$ cat src/rtl/assert_macros.svh
// Assertion macros shared by the polygon area RTL.
// Each use expects clk and rst_n in scope; checks are off while reset is low.
`ifndef ASSERT_MACROS_SVH
`define ASSERT_MACROS_SVH

// Check that a condition holds at every clock edge.
`define PAS_ASSERT(lbl, cond) \
  lbl: assert property (@(posedge clk) disable iff (!rst_n) (cond)) \
    else $error("polygon area check failed");

// Check that a condition holds in the cycle after a trigger.
`define PAS_ASSERT_NEXT(lbl, trig, cond) \
  lbl: assert property (@(posedge clk) disable iff (!rst_n) (trig) |=> (cond)) \
    else $error("polygon area check failed");

`endif

$ cat src/rtl/pas_pkg.sv
// Types and constants for the polygon area block.
// No dependencies; imported by every module of the block.
package pas_pkg;

  localparam int REG_W     = 12;               // configuration register width
  localparam int PIX_W     = 24;               // pixel area width
  localparam int REAL_W    = 48;               // real area width
  localparam int SQ_W      = 2 * REG_W;        // squared length width
  localparam int NUM_W     = PIX_W + SQ_W;     // scaled numerator width
  localparam int DIV_STEPS = NUM_W;            // one quotient bit per step
  localparam int CNT_W     = $clog2(DIV_STEPS);
  localparam int CFG_IDX_W = 1;

  typedef enum logic [CFG_IDX_W-1:0] {
    CFG_REAL_LEN  = 1'b0,
    CFG_PIXEL_LEN = 1'b1
  } pas_cfg_idx_t;

  typedef enum logic [2:0] {
    BK_IDLE,
    BK_SQR,
    BK_MUL,
    BK_DIV,
    BK_OUT
  } pas_bk_state_t;

  typedef struct packed {
    logic full;
    logic empty;
  } pas_q_stat_t;

endpackage

$ cat src/rtl/pas_front.sv
// Front end: accepts vertices, forms cross products and keeps the shoelace sum.
// Pushes one pixel area per closed polygon into the queue. Uses pas_pkg.
module pas_front
  import pas_pkg::*;
#(
  parameter int COORD_BITS = 12,
  parameter int SUM_BITS   = 48
) (
  input  logic                  clk,
  input  logic                  rst_n,
  input  logic                  vtx_valid,
  output logic                  vtx_ready,
  input  logic [COORD_BITS-1:0] vtx_x,
  input  logic [COORD_BITS-1:0] vtx_y,
  input  logic                  vtx_last,
  input  pas_q_stat_t           q_stat,
  output logic                  q_push,
  output logic [PIX_W-1:0]      q_data
);

  `include "assert_macros.svh"

  localparam int PROD_W = 2 * COORD_BITS;
  localparam int DIFF_W = PROD_W + 1;
  localparam int ADD_W  = ((SUM_BITS > DIFF_W) ? SUM_BITS : DIFF_W) + 1;

  function automatic logic signed [SUM_BITS-1:0] sat_add(
    input logic signed [SUM_BITS-1:0] a,
    input logic signed [DIFF_W-1:0]   b
  );
    logic signed [ADD_W-1:0] t;
    logic                    hi_ovf;
    logic                    lo_ovf;
    t      = ADD_W'(a) + ADD_W'(b);
    hi_ovf = !t[ADD_W-1] && (|t[ADD_W-2:SUM_BITS-1]);
    lo_ovf = t[ADD_W-1] && !(&t[ADD_W-2:SUM_BITS-1]);
    if (hi_ovf) begin
      sat_add = {1'b0, {(SUM_BITS-1){1'b1}}};
    end else if (lo_ovf) begin
      sat_add = {1'b1, {(SUM_BITS-1){1'b0}}};
    end else begin
      sat_add = t[SUM_BITS-1:0];
    end
  endfunction

  // polygon tracking
  logic [COORD_BITS-1:0] first_x_r, first_y_r, prev_x_r, prev_y_r;
  logic [1:0]            seen_r, seen_nxt;
  logic                  vtx_acc;
  logic                  stall;

  // stage A: products
  logic              a_vld_r, a_add_r, a_last_r, a_short_r;
  logic [PROD_W-1:0] a_p1_r, a_p2_r, a_p3_r, a_p4_r;

  // stage B: running sum
  logic signed [SUM_BITS-1:0] sum_r;
  logic signed [DIFF_W-1:0]   b_d1, b_d2;
  logic signed [SUM_BITS-1:0] b_s1;

  // stage C: closing term and magnitude
  logic                       c_vld_r, c_short_r;
  logic signed [SUM_BITS-1:0] c_sum_r;
  logic signed [DIFF_W-1:0]   c_d2_r;
  logic signed [SUM_BITS-1:0] c_s2;
  logic [SUM_BITS-1:0]        c_mag;
  logic [SUM_BITS-2:0]        c_half;
  logic [PIX_W-1:0]           c_pix;

  assign stall     = c_vld_r && q_stat.full;
  assign vtx_ready = !stall;
  assign vtx_acc   = vtx_valid && vtx_ready;

  always_comb begin
    if (vtx_last) begin
      seen_nxt = 2'd0;
    end else if (seen_r == 2'd0) begin
      seen_nxt = 2'd1;
    end else begin
      seen_nxt = 2'd2;
    end
  end

  always_ff @(posedge clk) begin
    if (!rst_n) begin
      seen_r <= 2'd0;
    end else if (vtx_acc) begin
      seen_r <= seen_nxt;
    end
  end

  always_ff @(posedge clk) begin
    if (vtx_acc) begin
      prev_x_r <= vtx_x;
      prev_y_r <= vtx_y;
      if (seen_r == 2'd0) begin
        first_x_r <= vtx_x;
        first_y_r <= vtx_y;
      end
    end
  end

  // Stage A: cross terms against the previous vertex and against the first
  always_ff @(posedge clk) begin
    if (!rst_n) begin
      a_vld_r <= 1'b0;
    end else if (!stall) begin
      a_vld_r <= vtx_acc;
    end
  end

  always_ff @(posedge clk) begin
    if (vtx_acc) begin
      a_add_r   <= (seen_r != 2'd0);
      a_last_r  <= vtx_last;
      a_short_r <= vtx_last && (seen_r == 2'd0);
      a_p1_r    <= PROD_W'(prev_x_r) * PROD_W'(vtx_y);
      a_p2_r    <= PROD_W'(vtx_x) * PROD_W'(prev_y_r);
      a_p3_r    <= PROD_W'(vtx_x) * PROD_W'(first_y_r);
      a_p4_r    <= PROD_W'(first_x_r) * PROD_W'(vtx_y);
    end
  end

  // Stage B: accumulate, hand the closing sum to stage C on a last vertex
  assign b_d1 = $signed({1'b0, a_p1_r}) - $signed({1'b0, a_p2_r});
  assign b_d2 = $signed({1'b0, a_p3_r}) - $signed({1'b0, a_p4_r});
  assign b_s1 = a_add_r ? sat_add(sum_r, b_d1) : '0;

  always_ff @(posedge clk) begin
    if (!rst_n) begin
      sum_r   <= '0;
      c_vld_r <= 1'b0;
    end else if (!stall) begin
      c_vld_r <= a_vld_r && a_last_r;
      if (a_vld_r) begin
        sum_r <= a_last_r ? '0 : b_s1;
      end
    end
  end

  always_ff @(posedge clk) begin
    if (!stall && a_vld_r && a_last_r) begin
      c_sum_r   <= b_s1;
      c_d2_r    <= b_d2;
      c_short_r <= a_short_r;
    end
  end

  // Stage C: close the polygon, take |sum|/2 and clamp
  assign c_s2   = sat_add(c_sum_r, c_d2_r);
  assign c_mag  = c_s2[SUM_BITS-1] ? SUM_BITS'(-c_s2) : SUM_BITS'(c_s2);
  assign c_half = c_mag[SUM_BITS-1:1];
  assign c_pix  = (|c_half[SUM_BITS-2:PIX_W]) ? {PIX_W{1'b1}} : c_half[PIX_W-1:0];

  assign q_push = c_vld_r && !q_stat.full;
  assign q_data = c_short_r ? '0 : c_pix;

  `PAS_ASSERT_NEXT(a_last_clears, vtx_acc && vtx_last, seen_r == 2'd0)
  `PAS_ASSERT(a_stall_only_on_close, !vtx_ready |-> c_vld_r)

endmodule

$ cat src/rtl/pas_queue.sv
// Two-entry queue of pixel areas between the front and the back end.
// Uses pas_pkg for widths and the status struct.
module pas_queue
  import pas_pkg::*;
(
  input  logic             clk,
  input  logic             rst_n,
  input  logic             push,
  input  logic [PIX_W-1:0] push_data,
  input  logic             pop,
  output logic [PIX_W-1:0] pop_data,
  output pas_q_stat_t      stat
);

  `include "assert_macros.svh"

  logic [PIX_W-1:0] mem_r [2];
  logic             wr_ptr_r, rd_ptr_r;
  logic [1:0]       cnt_r;

  assign stat.full  = (cnt_r == 2'd2);
  assign stat.empty = (cnt_r == 2'd0);
  assign pop_data   = mem_r[rd_ptr_r];

  always_ff @(posedge clk) begin
    if (push) begin
      mem_r[wr_ptr_r] <= push_data;
    end
  end

  always_ff @(posedge clk) begin
    if (!rst_n) begin
      wr_ptr_r <= 1'b0;
      rd_ptr_r <= 1'b0;
      cnt_r    <= 2'd0;
    end else begin
      if (push) begin
        wr_ptr_r <= !wr_ptr_r;
      end
      if (pop) begin
        rd_ptr_r <= !rd_ptr_r;
      end
      case ({push, pop})
        2'b10:   cnt_r <= cnt_r + 2'd1;
        2'b01:   cnt_r <= cnt_r - 2'd1;
        default: cnt_r <= cnt_r;
      endcase
    end
  end

  `PAS_ASSERT(q_cnt_bound, cnt_r <= 2'd2)

endmodule

$ cat src/rtl/pas_back.sv
// Back end: scales a pixel area by (real/pixel length) squared.
// Two multiply steps and a bit-serial restoring divider. Uses pas_pkg.
module pas_back
  import pas_pkg::*;
(
  input  logic              clk,
  input  logic              rst_n,
  input  pas_q_stat_t       q_stat,
  input  logic [PIX_W-1:0]  q_data,
  output logic              q_pop,
  input  logic [REG_W-1:0]  real_len,
  input  logic [REG_W-1:0]  pixel_len,
  output logic              res_valid,
  input  logic              res_ready,
  output logic [PIX_W-1:0]  res_pix,
  output logic [REAL_W-1:0] res_real
);

  `include "assert_macros.svh"

  pas_bk_state_t state_r, state_nxt;

  logic [PIX_W-1:0]  pix_r;
  logic [SQ_W-1:0]   rl2_r, pl2_r;
  logic [NUM_W-1:0]  num_r;        // dividend, shifts out as the quotient shifts in
  logic [SQ_W-1:0]   rem_r;
  logic [CNT_W-1:0]  cnt_r;
  logic [REG_W-1:0]  pl_eff;
  logic [SQ_W:0]     div_shift, div_diff;
  logic              div_ge;
  logic [SQ_W-1:0]   rem_nxt;
  logic              out_vld_r;
  logic [PIX_W-1:0]  out_pix_r;
  logic [REAL_W-1:0] out_real_r;
  logic              out_free;
  logic              out_load;
  logic              div_done;

  assign pl_eff    = (pixel_len == '0) ? REG_W'(1) : pixel_len;
  assign out_free  = !out_vld_r || res_ready;
  assign div_done  = (cnt_r == CNT_W'(DIV_STEPS - 1));

  assign div_shift = {rem_r, num_r[NUM_W-1]};
  assign div_ge    = (div_shift >= {1'b0, pl2_r});
  assign div_diff  = div_shift - {1'b0, pl2_r};
  assign rem_nxt   = div_ge ? div_diff[SQ_W-1:0] : div_shift[SQ_W-1:0];

  always_comb begin
    state_nxt = state_r;
    case (state_r)
      BK_IDLE: if (!q_stat.empty) state_nxt = BK_SQR;
      BK_SQR:  state_nxt = BK_MUL;
      BK_MUL:  state_nxt = BK_DIV;
      BK_DIV:  if (div_done) state_nxt = BK_OUT;
      BK_OUT:  if (out_free) state_nxt = BK_IDLE;
      default: state_nxt = BK_IDLE;
    endcase
  end

  always_comb begin
    q_pop    = 1'b0;
    out_load = 1'b0;
    case (state_r)
      BK_IDLE: q_pop    = !q_stat.empty;
      BK_OUT:  out_load = out_free;
      default: begin
        q_pop    = 1'b0;
        out_load = 1'b0;
      end
    endcase
  end

  always_ff @(posedge clk) begin
    if (!rst_n) begin
      state_r   <= BK_IDLE;
      cnt_r     <= '0;
      out_vld_r <= 1'b0;
    end else begin
      state_r <= state_nxt;
      if (state_r == BK_MUL) begin
        cnt_r <= '0;
      end else if (state_r == BK_DIV) begin
        cnt_r <= cnt_r + CNT_W'(1);
      end
      if (out_load) begin
        out_vld_r <= 1'b1;
      end else if (res_ready) begin
        out_vld_r <= 1'b0;
      end
    end
  end

  always_ff @(posedge clk) begin
    case (state_r)
      BK_IDLE: pix_r <= q_data;
      BK_SQR: begin
        rl2_r <= SQ_W'(real_len) * SQ_W'(real_len);
        pl2_r <= SQ_W'(pl_eff) * SQ_W'(pl_eff);
      end
      BK_MUL: begin
        num_r <= NUM_W'(pix_r) * NUM_W'(rl2_r);
        rem_r <= '0;
      end
      BK_DIV: begin
        rem_r <= rem_nxt;
        num_r <= {num_r[NUM_W-2:0], div_ge};
      end
      default: pix_r <= pix_r;
    endcase
    if (out_load) begin
      out_pix_r  <= pix_r;
      out_real_r <= num_r;
    end
  end

  assign res_valid = out_vld_r;
  assign res_pix   = out_pix_r;
  assign res_real  = out_real_r;

  `PAS_ASSERT(b_divisor_nonzero, (state_r == BK_DIV) |-> (pl2_r != '0))
  `PAS_ASSERT_NEXT(b_pop_starts_job, q_pop, state_r == BK_SQR)

endmodule

$ cat src/rtl/polygon_area_scaled.sv
// Throughput: one vertex per cycle unless stalled; each closed polygon holds
// the back end for 2 multiply steps, 48 divide steps of the bit-serial divider and
// 2 moves, and up to two closed polygons wait in the queue before the input stalls.
// Reset (synchronous, rst_n low): polygon cleared, queue empty, both lengths 1.
module polygon_area_scaled
  import pas_pkg::*;
#(
  parameter int COORD_BITS = 12,
  parameter int SUM_BITS   = 48,
  localparam int IN_TDATA_W = ((2 * COORD_BITS + 7) / 8) * 8
) (
  input  logic                    clk,
  input  logic                    rst_n,
  input  logic                    in_tvalid,
  output logic                    in_tready,
  input  logic [IN_TDATA_W-1:0]   in_tdata,   // vertex_x, vertex_y, zero pad
  input  logic                    in_tlast,
  output logic                    out_tvalid,
  input  logic                    out_tready,
  output logic [PIX_W+REAL_W-1:0] out_tdata,  // pixel_area, real_area
  input  logic                    cfg_valid,
  output logic                    cfg_ready,
  input  logic [CFG_IDX_W-1:0]    cfg_index,
  input  logic [REG_W-1:0]        cfg_data
);

  logic [REG_W-1:0]  real_len_r, pixel_len_r;
  pas_q_stat_t       q_stat;
  logic              q_push, q_pop;
  logic [PIX_W-1:0]  q_wdata, q_rdata;
  logic [PIX_W-1:0]  res_pix;
  logic [REAL_W-1:0] res_real;

  assign cfg_ready = 1'b1;

  always_ff @(posedge clk) begin
    if (!rst_n) begin
      real_len_r  <= REG_W'(1);
      pixel_len_r <= REG_W'(1);
    end else if (cfg_valid && cfg_ready) begin
      case (pas_cfg_idx_t'(cfg_index))
        CFG_REAL_LEN:  real_len_r  <= cfg_data;
        CFG_PIXEL_LEN: pixel_len_r <= cfg_data;
        default:       real_len_r  <= real_len_r;
      endcase
    end
  end

  pas_front #(
    .COORD_BITS (COORD_BITS),
    .SUM_BITS   (SUM_BITS)
  ) u_front (
    .clk       (clk),
    .rst_n     (rst_n),
    .vtx_valid (in_tvalid),
    .vtx_ready (in_tready),
    .vtx_x     (in_tdata[COORD_BITS-1:0]),
    .vtx_y     (in_tdata[2*COORD_BITS-1:COORD_BITS]),
    .vtx_last  (in_tlast),
    .q_stat    (q_stat),
    .q_push    (q_push),
    .q_data    (q_wdata)
  );

  pas_queue u_queue (
    .clk       (clk),
    .rst_n     (rst_n),
    .push      (q_push),
    .push_data (q_wdata),
    .pop       (q_pop),
    .pop_data  (q_rdata),
    .stat      (q_stat)
  );

  pas_back u_back (
    .clk       (clk),
    .rst_n     (rst_n),
    .q_stat    (q_stat),
    .q_data    (q_rdata),
    .q_pop     (q_pop),
    .real_len  (real_len_r),
    .pixel_len (pixel_len_r),
    .res_valid (out_tvalid),
    .res_ready (out_tready),
    .res_pix   (res_pix),
    .res_real  (res_real)
  );

  assign out_tdata = {res_real, res_pix};

endmodule
$ cat config.mk
export PLATFORM = sky130hd
export DESIGN_NAME = polygon_area_scaled
export DESIGN_NICKNAME = d
export VERILOG_FILES = /design/src/rtl/pas_pkg.sv /design/src/rtl/pas_front.sv /design/src/rtl/pas_queue.sv /design/src/rtl/pas_back.sv /design/src/rtl/polygon_area_scaled.sv
export VERILOG_INCLUDE_DIRS = /design/src /design/src/rtl
export SDC_FILE = /design/constraint.sdc
export NUM_CORES = 2
export LEC_CHECK = 0
export BUFFER_PORTS_ARGS = -buffer_cell sky130_fd_sc_hd__buf_4
export CAP_MARGIN = 20
export CORE_ASPECT_RATIO = 0.8
export CORE_MARGIN = 2
export CORE_UTILIZATION = 40
export CTS_CLUSTER_DIAMETER = 60
export DETAILED_ROUTE_END_ITERATION = 16
export GPL_TIMING_DRIVEN = 1
export PLACE_DENSITY = 0.56
export SYNTH_ARGS = -nofsm -noshare
export SYNTH_HDL_FRONTEND = slang
export SYNTH_HIERARCHICAL = 1
export SYNTH_SLANG_ARGS = --single-unit
$ cat constraint.sdc
create_clock -name clk -period 14.5 [get_ports clk]
set_input_delay 4.35 -clock clk [delete_from_list [all_inputs] [get_ports clk]]
set_output_delay 4.35 -clock clk [all_outputs]
set_load 0.05 [all_outputs]
# Yosys cells after proc, flatten, opt, wreduce, memory -nomap -nowiden

Memory sizes are Yosys's and may differ from the RTL's. A register that Yosys moved wholly into a read port is not among the register bits.
Index checks and enable logic that the tools add are counted.

Magnitude comparators: 1
$mul: 7
Muxes and demuxes: 26
Bitwise gates (word level): 3
Reductions and logical operators: 37
Equality and inequality tests: 11
Add/subtract/negate cells: 9

Operator list:

| operator                                                         | number |
|---|---|
| 48-bit 2-to-1 mux                                                | 7 |
| 12-bit by 12-bit multiplier with 24-bit output                   | 6 |
| 48-bit by 25-bit adder with 49-bit output                        | 2 |
| 48-bit one-hot mux with 2 select lines                           | 1 |
| 24-bit 2-to-1 mux                                                | 3 |
| 24-bit by 24-bit subtractor with 25-bit output                   | 2 |
| 24-bit by 24-bit multiplier with 48-bit output                   | 1 |
| 48-bit negation                                                  | 1 |
| 24-bit one-hot mux with 2 select lines                           | 1 |
| 25-bit by 24-bit >= comparator with 1-bit output                 | 1 |
| 24-bit subtractor                                                | 1 |
| 23-bit OR reduction                                              | 1 |
| 3-bit one-hot mux with 5 select lines                            | 1 |
| 12-bit logical NOT                                               | 1 |
| 12-bit 2-to-1 mux                                                | 1 |
| 1-bit logical AND                                                | 11 |
| 1-bit logical NOT                                                | 10 |
| 3-bit 2-to-1 mux                                                 | 3 |
| 2-bit AND reduction                                              | 4 |
| 2-bit nonzero test                                               | 4 |
| 6-bit by 1-bit adder with 6-bit output (second input constant)   | 1 |
| 3-bit by 2-bit == test with 1-bit output (second input constant) | 2 |
| 6-bit == test (second input constant)                            | 1 |
| 1-bit 2-to-1 mux                                                 | 6 |
| 16 further kinds                                                 | 22 |

RAM bits: 48
Word-level logic and storage cells: 127
Input port bits: 43
Output and inout bits: 75
Register bits after elaboration: 503
Memories kept: 1

Memory list:

| memory        | words | bits a word | rd ports | clocked after memory_dff | write ports | RTL line        | source |
|---|---|---|---|---|---|---|---|
| u_queue.mem_r | 2     | 24          | 1        | 1                        | 1           | pas_queue.sv:17 | `logic [PIX_W-1:0] mem_r [2];` |

# Longest topological paths before layout

Depth after elaboration: 10
Gate-level depth with buffers: 38
Mapped depth without buffers: 35

# Modules after synthesis

Netlist, hierarchy kept.

Modules (own cells, without submodules):

| module              | cells each | area an instance (um2) | instances | sequential area each (um2) |
|---|---|---|---|---|
| pas_front           | 4158       | 37175.7                | 1         | 7677.4 |
| pas_back            | 3558       | 34855.9                | 1         | 6626.4 |
| pas_queue           | 97         | 1943.1                 | 1         | 1541.5 |
| polygon_area_scaled | 96         | 942.2                  | 1         | 480.5 |

# Worst setup path before layout

Ideal clock, no wire load.

Kind: input to register
From: input port in_tdata[3]
To: register u_front.a_p2_r[22], data pin
Data required time: 14.243 ns
Slack: 4.745 ns
Path buffers: 1
Library setup time: 0.257 ns
Cell stages on the path: 25
Data arrival time: 9.497 ns
Cell sequence: clkbuf_1 nand2_1 fa_1 inv_1 ha_1 fa_1 inv_1 fa_1 fa_1 inv_1 ha_1 o21ai_0 a21boi_0 o21ai_0 a21boi_0 o21ai_0 a21boi_0 o21ai_0 a21boi_0 o21a_1 nor2_1 o21bai_1 a41o_1 o41a_1 xor2_1

Word-level cells in the longest chain between the ends: 1

Ends and longest elaborated chain:

| what                                           | RTL line                  | source |
|---|---|---|
| start, declared                                | polygon_area_scaled.sv:16 | `input logic [IN_TDATA_W-1:0] in_tdata,` |
| 12-bit by 12-bit multiplier with 24-bit output | pas_front.sv:118          | `a_p2_r <= PROD_W'(vtx_x) * PROD_W'(prev_y_r);` |
| end signal, assigned                           | pas_front.sv:118          |  |
| end, declared                                  | pas_front.sv:54           | `logic [PROD_W-1:0] a_p1_r, a_p2_r, a_p3_r, a_p4_r;` |

No other way between the ends.
A chain may end at the register's enable or synchronous reset.

# Worst setup path after layout

From: input port in_tdata[2]
To: register u_front.a_p2_r[22], data pin

Same word-level chain as after synthesis.

==> flow_summary.yaml <==
placement:
  gp_congestion: 0.899
  port_buffers: 116
  dp_slack_ps: 4220
  hpwl_um: 152000
synth:
  synthTopCellsByArea: "fa_1, edfxtp_1, ha_1"
  ys_seq_area_share_pct: 21.8
  syn-cell-area_um2: 74900
  synthFlopType: "edfxtp_1"
  async_flop_share_pct: 0
  synth_common_cells: "inv_1, fa_1, nand2_1"
  syn_nets: 9700
  yosysMostFrequentCell: "inv_1"
  avgSynthCellArea_um2: 9.47
  synth_edf_count: 483
  ys_warn_count: 6
  synth_cells: 7909
  yosysTopAreaCell: "fa_1"
  ys_seq_elements: 574
  synth.distinct_cells: 115
  yosysTopAreaCellShare_pct: 27.3
finish:
  nFillCells: 18200
  nNetsFinal: 9623
  syn2layout_area_growth_pct: 7.94
  drive_above_1_share_pct: 5.85
timing:
  finalMaxSlewViolations: 0
  hold_viol: 0
  relSlewSlack_pct: 34.0
  rsz0062_at_grt: "no"
  hold_slack_ps: 418
  finalSetupViolCount: 0
  tns_ps: 0
  finalCritPeriodShare_pct: 66.5
  worst-slew-pin-transition_ps: 990
  period_needed_ps: 9650
  fin_skew_ps: 36.2
  timing.final.ws_setup_ps: 4850
  fmax_mhz: 104
setup_path:
  cp_max_fo: 26
  cp_data_arrival_time_ps: 10080
  worstSetupEndpointType: "flop"
  worstPathRequired_ps: 14940
  reg2regPathDepth: 38
  crit_type: "in2reg"
  cp-start-kind: "primary input"
outcome:
  outcome: "finished clean"
clocking:
  cts_tree: "done"
  clk_path_buf_depth: 3
  cts_buffers: 78
  cts_max_level: 3
  path_clk_slew_ps: 60
  cts_hold_buffers: 0
  cts.repair.resized: 0
  clock_sinks: 574
  clock_tree.root_cell: "clkbuf_16"
  post-cts-setup-buffer-count: 0
  clock_latency_ps: 690
global_route:
  grt_max_degree: 84
  antenna_found_initial: 4
  overflow: 0
  track_usage_pct: 21.1
  grt_pass1_wl_um: 316000
  grt_pass1_vias: 55200
min_path:
  min_path_type: "reg2reg"
  worstHoldPathCells: 0
floorplan:
  start_util_pct: 40.1
  ioPinCount: 118
  fp.coreArea_um2: 187000
  num_rows: 142
  die_w_um: 488
  die_area_um2: 191000
  die_h_um: 391
detailed_routing:
  antenna_left: 0
  drc: 0
  wl_um: 199000
  drt_iter0_markers: 3777
  vias_per_cell: 5.21
  drt_pass1_iterations: 5
  wire_per_inst_um: 19.1
  via_count: 54300
job:
  cap_viol_max_count: 0
## worst max-delay path, stage by stage
cell and delay, ps:
buf_4 310, nand2_1 140, fa_1 480, inv_1 70, ha_1 150, inv_1 50, fa_1 470, inv_1 50
ha_1 260, inv_1 50, fa_1 470, inv_1 40, ha_1 310, nor2b_1 150, o21ai_0 200, a21boi_0 150
o21ai_0 230, a21boi_0 140, o21ai_0 240, a21boi_0 160, o21ai_0 240, a21boi_0 150, o21a_1 180, nor2_1 150
o21bai_1 100, a41o_1 270, o41a_1 330, xor2_1 150
## area by class of cell
cell class                 instances  area (um^2)  share of cell area [%]
multi-input combinational       5632        52200                    64.5
sequential                       574        16300                    20.2
inverter                        1355         5090                    6.29
tap                             2520         3150                    3.90
clock buffer                      89         2030                    2.52
timing repair buffer             191         1470                    1.81
clock inverter                    54          634                   0.784
antenna                            2         5.00                 0.00619
## layer usage
layer,share of wire (%),global-route usage [%]
met5,0,0
met4,2.6,5.44
met3,5.5,2.95
met2,45,32.8
met1,47,30.7
## placed cells by master (no fill, tap or decap), types with 39 or more instances in the layout
cell type  synthesis  final
nand3_1           62     62
a21oi_1          301    301
buf_4              4    189
nand2_1         1020   1019
inv_1           1355   1353
nor3_1            76     74
mux2i_1           44     44
and3_1            39     39
nor2b_1           49     48
a21o_1           131    131
fa_1            1021   1021
ha_1             727    727
o211ai_1          60     60
dfxtp_1           91     91
o21ai_0          236    235
xnor2_1          224    224
and2_1           607    606
o21bai_1          44     44
edfxtp_1         483    483
clkbuf_16          0     79
nand4_1           52     52
o21a_1            56     56
nor2_1           276    271
xor2_1            86     86
## cell families after synthesis
kind of cell,Yosys count,share of synthesized area [%]
adders and majority gates,1755,39.5
AOI/OAI and AO/OA,1159,10.2
and+or+nand+nor,2334,15.1
buffers and inverters,1703,8.66
xor gates and xnor gates,310,3.62
other,2,0.0100
DFF,574,21.8
muxes,72,1.01
## sequential cells by signal, indices dropped and copies added (netlist names), 23 cells and up, named ones only
register,count
u_back/res_real,48
u_front/a_p3_r,24
u_back/num_r,48
u_back/res_pix,24
u_front/a_p2_r,24
u_front/a_p4_r,24
u_front/sum_r,48
u_back/pl2_r,23
u_queue/mem_r,48
u_front/a_p1_r,24
u_back/rem_r,24
u_back/pix_r,24
u_front/c_sum_r,48
u_front/c_d2_r,25
u_back/rl2_r,23
## stage by stage
step / utilization [%] / instances / instance area [um^2]
after global placement: 41.8 / 10300 / 78100
after CTS: 43.3 / 10400 / 80900
after floorplan: - / 7909 / 74900
after global routing: 43.3 / 10400 / 80900
final: 43.3 / 10400 / 80900
after detailed placement: 41.9 / 10300 / 78200
## path summary, 6_finish.rpt
path,startpoint,to,slack [ps]
worst max-delay path,in_tdata[2],u_front/a_p2_r[22],4850
worst min register to register,u_front/a_short_r,u_front/c_short_r,420
worst min-delay path,u_front/a_short_r,u_front/c_short_r,420
worst max register to register,u_front/a_p1_r[0],u_front/sum_r[29],5000
Power is not shown: default switching activity piles up to over one toggle a cycle in this logic, so the estimate is an artifact.
